==> src/design/triangle_unit_normal_assert.svh <==
// Assertion helpers for the triangle unit normal block.
// Both macros sample on clk and are disabled while rst_n is low.
`ifndef TRIANGLE_UNIT_NORMAL_ASSERT_SVH
`define TRIANGLE_UNIT_NORMAL_ASSERT_SVH
`ifndef ASSERT_OFF
`define TUN_ASSERT_SAME(label, ante, cons, msg) \
  label: assert property (@(posedge clk) disable iff (!rst_n) (ante) |-> (cons)) \
    else $error(msg);
`define TUN_ASSERT_NEXT(label, ante, cons, msg) \
  label: assert property (@(posedge clk) disable iff (!rst_n) (ante) |=> (cons)) \
    else $error(msg);
`else
`define TUN_ASSERT_SAME(label, ante, cons, msg)
`define TUN_ASSERT_NEXT(label, ante, cons, msg)
`endif
`endif

==> src/design/tun_pkg.sv <==
package tun_pkg;

  localparam int COORD_WIDTH   = 16;
  localparam int OUT_FRAC_BITS = 14;
  localparam int OUT_WIDTH     = 16;
  localparam int AXES          = 3;

  localparam int DIFF_WIDTH = COORD_WIDTH + 1;
  localparam int PROD_WIDTH = 2 * DIFF_WIDTH;
  localparam int MAG_WIDTH  = PROD_WIDTH + 1;
  localparam int LO_WIDTH   = (MAG_WIDTH + 1) / 2;
  localparam int HI_WIDTH   = MAG_WIDTH - LO_WIDTH;
  localparam int SQ_WIDTH   = 2 * MAG_WIDTH;
  localparam int SUM_WIDTH  = SQ_WIDTH + 2;

  typedef logic signed [COORD_WIDTH-1:0] coord_t;
  typedef logic signed [DIFF_WIDTH-1:0]  diff_t;
  typedef logic signed [OUT_WIDTH-1:0]   norm_t;

  typedef struct packed {
    coord_t a_x;
    coord_t a_y;
    coord_t a_z;
    coord_t b_x;
    coord_t b_y;
    coord_t b_z;
    coord_t c_x;
    coord_t c_y;
    coord_t c_z;
  } in_req_t;

  typedef struct packed {
    norm_t norm_x;
    norm_t norm_y;
    norm_t norm_z;
    logic  degenerate;
  } out_req_t;

  // squared cross product component and the sign of the component
  typedef struct packed {
    logic                neg;
    logic [SQ_WIDTH-1:0] sq;
  } sq_res_t;

endpackage

==> src/design/tun_cross_lane.sv <==
module tun_cross_lane (
  input  logic             clk,
  input  logic             en,
  input  tun_pkg::diff_t   d1_j,
  input  tun_pkg::diff_t   d2_k,
  input  tun_pkg::diff_t   d1_k,
  input  tun_pkg::diff_t   d2_j,
  output tun_pkg::sq_res_t res
);
  import tun_pkg::*;

  logic signed [PROD_WIDTH-1:0] t1_r;
  logic signed [PROD_WIDTH-1:0] t2_r;
  logic signed [MAG_WIDTH-1:0]  p;
  logic [MAG_WIDTH-1:0]         mag;
  logic [MAG_WIDTH-1:0]         mag_r;
  logic                         neg_mag_r;
  logic [HI_WIDTH-1:0]          hi;
  logic [LO_WIDTH-1:0]          lo;
  logic [2*HI_WIDTH-1:0]        hh_r;
  logic [HI_WIDTH+LO_WIDTH-1:0] hl_r;
  logic [2*LO_WIDTH-1:0]        ll_r;
  logic                         neg_part_r;
  logic [SQ_WIDTH-1:0]          sq_r;
  logic                         neg_sq_r;

  assign p   = MAG_WIDTH'(t1_r) - MAG_WIDTH'(t2_r);
  assign mag = p[MAG_WIDTH-1] ? $unsigned(-p) : $unsigned(p);
  assign lo  = mag_r[LO_WIDTH-1:0];
  assign hi  = mag_r[MAG_WIDTH-1:LO_WIDTH];

  // split the square into three narrow partial products
  always_ff @(posedge clk) begin
    if (en) begin
      t1_r       <= PROD_WIDTH'(d1_j) * PROD_WIDTH'(d2_k);
      t2_r       <= PROD_WIDTH'(d1_k) * PROD_WIDTH'(d2_j);
      mag_r      <= mag;
      neg_mag_r  <= p[MAG_WIDTH-1];
      hh_r       <= hi * hi;
      hl_r       <= hi * lo;
      ll_r       <= lo * lo;
      neg_part_r <= neg_mag_r;
      sq_r       <= (SQ_WIDTH'(hh_r) << (2 * LO_WIDTH))
                  + (SQ_WIDTH'(hl_r) << (LO_WIDTH + 1))
                  + SQ_WIDTH'(ll_r);
      neg_sq_r   <= neg_part_r;
    end
  end

  assign res.neg = neg_sq_r;
  assign res.sq  = sq_r;

endmodule

==> config.mk <==
export PLATFORM = sky130hd
export DESIGN_NAME = tun_cross_lane
export DESIGN_NICKNAME = d
export VERILOG_FILES = /design/src/design/triangle_unit_normal_assert.svh /design/src/design/tun_pkg.sv /design/src/design/tun_cross_lane.sv
export SDC_FILE = /design/constraint.sdc
export NUM_CORES = 2
export LEC_CHECK = 0
export ABC_AREA = 1
export BUFFER_PORTS_ARGS = -buffer_cell sky130_fd_sc_hd__clkbuf_2
export CORE_UTILIZATION = 30
export CTS_CLUSTER_DIAMETER = 200
export DETAILED_ROUTE_END_ITERATION = 7
export PLACE_DENSITY = 0.44
export SETUP_SLACK_MARGIN = 0.1
export SLEW_MARGIN = 20
export SYNTH_ARGS = -nofsm -noshare
export SYNTH_HDL_FRONTEND = slang
export SYNTH_SLANG_ARGS = --single-unit
==> constraint.sdc <==
create_clock -name clk -period 9.5 [get_ports clk]
set_clock_uncertainty 0.15 [all_clocks]
set_input_delay 1.425 -clock clk [delete_from_list [all_inputs] [get_ports clk]]
set_output_delay 1.425 -clock clk [all_outputs]
set_load 0.02 [all_outputs]
# [Word level (Yosys, flattened, before mapping)]
# Index checks and enable logic that the tools add are counted.
[classes] addsub=4 n_mul=5 mux=1
[ops] op="17-bit by 17-bit multiplier with 34-bit output" n=3
[ops] op="70-bit by 36-bit adder with 70-bit output" n=1
[ops] op="70-bit by 54-bit adder with 70-bit output" n=1
[ops] op="18-bit by 18-bit multiplier with 36-bit output" n=1
[ops] op="17-bit by 18-bit multiplier with 35-bit output" n=1
[ops] op="35-bit negator" n=1
[ops] op="34-bit by 34-bit subtractor with 35-bit output" n=1
[ops] op="34-bit 2-to-1 mux" n=1
[word_totals] regBits=281 out_inout_bits=71 elab_cells=21

# [Depth between registers and ports, before layout]
[logic_depth] depth_word=3 depth_mapped=30 ltp_nobuf=28

# [Worst setup path before layout]
# OpenSTA, ideal clock, no wires.
[synth_path] path_type="input-to-reg" start="input d2_k[3]" end="register t1_r[31], data pin" setup_ns=0.259 arrival_time_ns=6.766 required_time_ns=9.091 path_slack_ns=2.325 path_stages=22 n_path_buf=2 path_cell_list="clkbuf_1 -> clkbuf_1 -> nand2_1 -> fa_1 -> inv_1 -> fa_1 -> fa_1 -> fa_1 -> fa_1 -> inv_1 -> fa_1 -> inv_1 -> ha_1 -> a21oi_1 -> nor2_1 -> a211oi_1 -> nand2_1 -> nand3_1 -> nand2_1 -> nand3_1 -> nand2_1 -> xor2_1"
[synth_via] elab_chain_cells=1
[synth_rtl] item="from (decl)" line_no="tun_cross_lane.sv:5" rtl="input tun_pkg::diff_t d2_k,"
[synth_rtl] item="17-bit by 17-bit multiplier with 34-bit output" line_no="tun_cross_lane.sv:35" rtl="t1_r <= PROD_WIDTH'(d1_j) * PROD_WIDTH'(d2_k);"
[synth_rtl] item="to (signal assigned)" line_no="tun_cross_lane.sv:35"
[synth_rtl] item="to (decl)" line_no="tun_cross_lane.sv:12" rtl="logic signed [PROD_WIDTH-1:0] t1_r;"
# No other way between the ends.
# A chain may end at the register's enable or synchronous reset.

# [Worst setup path in the final report]
[layout_path] start="register mag_r[9]" end="register ll_r[33], data pin"
[layout_via] elab_chain_cells=1
[layout_rtl] item="from (decl)" line_no="tun_cross_lane.sv:16" rtl="logic [MAG_WIDTH-1:0] mag_r;"
[layout_rtl] item="from (signal assigned)" line_no="tun_cross_lane.sv:37" rtl="mag_r <= mag;"
[layout_rtl] item="18-bit by 18-bit multiplier with 36-bit output" line_no="tun_cross_lane.sv:41" rtl="ll_r <= lo * lo;"
[layout_rtl] item="to (signal assigned)" line_no="tun_cross_lane.sv:41"
[layout_rtl] item="to (decl)" line_no="tun_cross_lane.sv:22" rtl="logic [2*LO_WIDTH-1:0] ll_r;"
# No other way between the ends.

==> summary.md <==
| Metric | Value |
|---|---|
| Detailed Place HPWL | `142,300 um` |
| Starting Density | `30.29%` |
| Share of the synthesized area in the top cell type | `38.56%` |
| Synthesized flop and latch total | `278` |
| Post-synth top cells | `inv_1 (2,349), nand2_1 (1,784), fa_1 (1,242), ha_1 (570), edfxtp_1 (278)` |
| Standard-cell row count | `169` |
| Distinct cells, synth | `51` |
| Area delta synth->final | `7.482%` |
| First-iteration detailed-routing DRC count | `2,166` |
| Largest fanout on the critical path | `21` |
| Diode count | `0` |
| Vias in the first global route | `50,970` |
| CTS Buf Count | `39` |
| Max Freq | `141.0 MHz` |
| Clock sinks | `278` |
| Synth Net Count | `9,657` |
| Die Ht | `465.6 um` |
| Netlist Area Pre-Place | `64,490 sq um` |
| Setup crit start kind | `flip-flop` |
| CP endpoint kind | `flip-flop` |
| Setup Viol. Count Final | `0` |
| CTS tree | `yes` |
| Largest net degree at the start of global routing | `68` |
| CP startpoint | `mag_r[9]$_DFFE_PP_` |
| Placed insts | `10,500` |
| IO Pins | `141` |
| Dominant register cell in the synthesized netlist | `edfxtp_1` |
| Post-CTS Hold Buffers | `0` |
| Post-synth EDFFs | `278` |
| Yosys warning count | `0` |
| Reg2Reg Depth | `22` |
| Worst reg2reg endpoint | `ll_r[33]$_DFFE_PP_` |
| Setup TNS | `0 ps` |
| CTS Root Cell | `clkbuf_16` |
| CTS H-tree depth | `2` |
| Fraction of layout cells with a size suffix above 1 | `3.948%` |
| Final ANT Viol Nets | `0` |
| Most frequent cell after synthesis | `inv_1` |
| Hold Fails Final Rpt | `0` |
| Status | `finished, final reports clean` |
| Sequential area share after synthesis | `12.95%` |
| Final worst path period share | `74.65%` |
| Worst Path Required | `9680 ps` |
| Routed WL | `171,500 um` |
| Slew Viols, Final | `0` |
| Fill cells | `22,490` |
| Initial antenna violation count | `1` |
| RSZ-0062 raised after global routing | `false` |
| Max clock buf depth | `3` |
| Non-filler cells, final | `10,570` |
| Total gr overflow | `0` |
| GRT Overall Usage | `16.17%` |
| Slew @ Worst Pin | `948.9 ps` |
| Core ar. | `212,900 sq um` |
| CTS resizes | `0` |
| Final net count | `9,603` |
| Chip width | `465.6 um` |
| Worst-path clk slew | `60 ps` |
| Pre-Repair DR Iteration Count | `5` |
| Number of port buffers | `139` |
| Via density | `4.386` |
| WL per Instance | `16.22 um` |
| Via count | `46,360` |
| Synth area leader | `fa_1` |
| Maxcap violations | `0` |
| Final worst path period need | `7091 ps` |
| Top cells by area, synth | `fa_1 (39%), inv_1 (14%), edfxtp_1 (13%)` |
| DIE AREA | `216,800 sq um` |
| Crit path kind | `flip-flop to flip-flop` |
| Drt drc | `0` |
| Worst Hold Class | `flip-flop to flip-flop` |
| R2R Setup Slk | `2410 ps` |
| Global-route wire length before repair | `278,100 um` |
| Hold path depth | `0` |
| Reg-to-Reg Start | `mag_r[9]$_DFFE_PP_` |
| Clk Latency, worst-skew pair | `600 ps` |
| Syn Inst Count | `7,775` |
| Synth Area per Inst | `8.294 sq um` |
| Worst path arrival time | `7270 ps` |
| Post-synth ARST share | `0%` |
| # Post-CTS Setup Buffers | `0` |
| Max_slew headroom | `36.74%` |
| GPL Wtd Cong | `0.8765` |
| End of the critical path | `ll_r[33]$_DFFE_PP_` |
## sequential cells by signal, indices dropped and copies added, names as in the netlist
register / flops
mag_r: 35
neg_mag_r: 1
sq_r: 69
hl_r: 35
neg_sq_r: 1
t1_r: 34
hh_r: 33
ll_r: 35
neg_part_r: 1
t2_r: 34
## layout by cell type (no fill, tap or decap), types with 40 or more instances in the layout
| cell type | netlist | routed |
|---|---|---|
| inv_1 | 2349 | 2349 |
| nand2_1 | 1784 | 1784 |
| clkbuf_16 | 0 | 40 |
| fa_1 | 1242 | 1242 |
| xnor2_1 | 109 | 109 |
| ha_1 | 570 | 570 |
| buf_4 | 4 | 46 |
| nor2_1 | 250 | 250 |
| edfxtp_1 | 278 | 278 |
| clkbuf_2 | 0 | 138 |
| xor2_1 | 162 | 162 |
| nand4_1 | 44 | 44 |
| a31oi_1 | 40 | 40 |
| o21ai_0 | 121 | 121 |
| nand3_1 | 104 | 104 |
| a21oi_1 | 240 | 240 |
## kinds of logic after synthesis
group	Yosys count	synth area share [%]
compound gates	489	4.236
fa+ha+maj	1812	49.62
xor+xnor	271	3.681
other cells	1	0.005815
flops	278	12.95
buf+inv	2638	15.39
simple gates	2286	14.12
## worst min path at each step
stage	startpoint	endpoint
3_3_place_gp	neg_mag_r$_DFFE_PP_	neg_part_r$_DFFE_PP_
6_report	neg_mag_r$_DFFE_PP_	neg_part_r$_DFFE_PP_
5_1_grt	ll_r[15]$_DFFE_PP_	sq_r[15]$_DFFE_PP_
3_5_place_dp	ll_r[15]$_DFFE_PP_	sq_r[15]$_DFFE_PP_
4_1_cts	ll_r[15]$_DFFE_PP_	sq_r[15]$_DFFE_PP_
2_1_floorplan	neg_mag_r$_DFFE_PP_	neg_part_r$_DFFE_PP_
## routing by layer
layer / vias to the layer above / wire length [um] / global-route usage, %
li1: 22400 / - / -
met1: 23070 / 78160 / 21.29
met2: 730 / 83430 / 28.46
met3: 153 / 6189 / 1.762
met4: 2 / 3657 / 3.385
met5: - / 9 / 0
## final cells by class
type | instances | area [sq um] | area share [%]
Clock buffer | 47 | 1027 | 1.482
Clock inverter | 23 | 269.0 | 0.3881
Inverter | 2356 | 8843 | 12.76
Multi-Input combinational cell | 4859 | 46210 | 66.67
Sequential cell | 278 | 8348 | 12.04
Tap cell | 2821 | 3530 | 5.092
Timing Repair Buffer | 187 | 1081 | 1.560
## through the flow
step	setup WS, ps	utilization, %	hold WS [ps]	area [sq um]
4_1_cts	2456	32.55	269.5	69310
3_5_place_dp	1822	31.94	255.2	68020
6_report	2409	32.55	268.4	69310
2_1_floorplan	2325	-	250.3	64490
5_1_grt	1944	32.55	269.5	69310
3_3_place_gp	1867	31.93	258.3	67990
## critical path, cell delays in order, from the launching register on
cell and delay, ps:
edfxtp_1 840, buf_4 470, nand2_1 160, inv_1 110
fa_1 410, inv_1 90, fa_1 430, fa_1 400
inv_1 80, fa_1 450, fa_1 560, inv_1 50
fa_1 470, inv_1 40, ha_1 330, nand2_1 80
inv_1 80, nand4_1 90, o21ai_1 690, a31oi_1 270
o21bai_1 320, a21oi_1 120, xor2_1 160
Power is left out: the tool's default activity adds up to more than one toggle a clock period on the data nets, which glitch-free logic cannot reach.
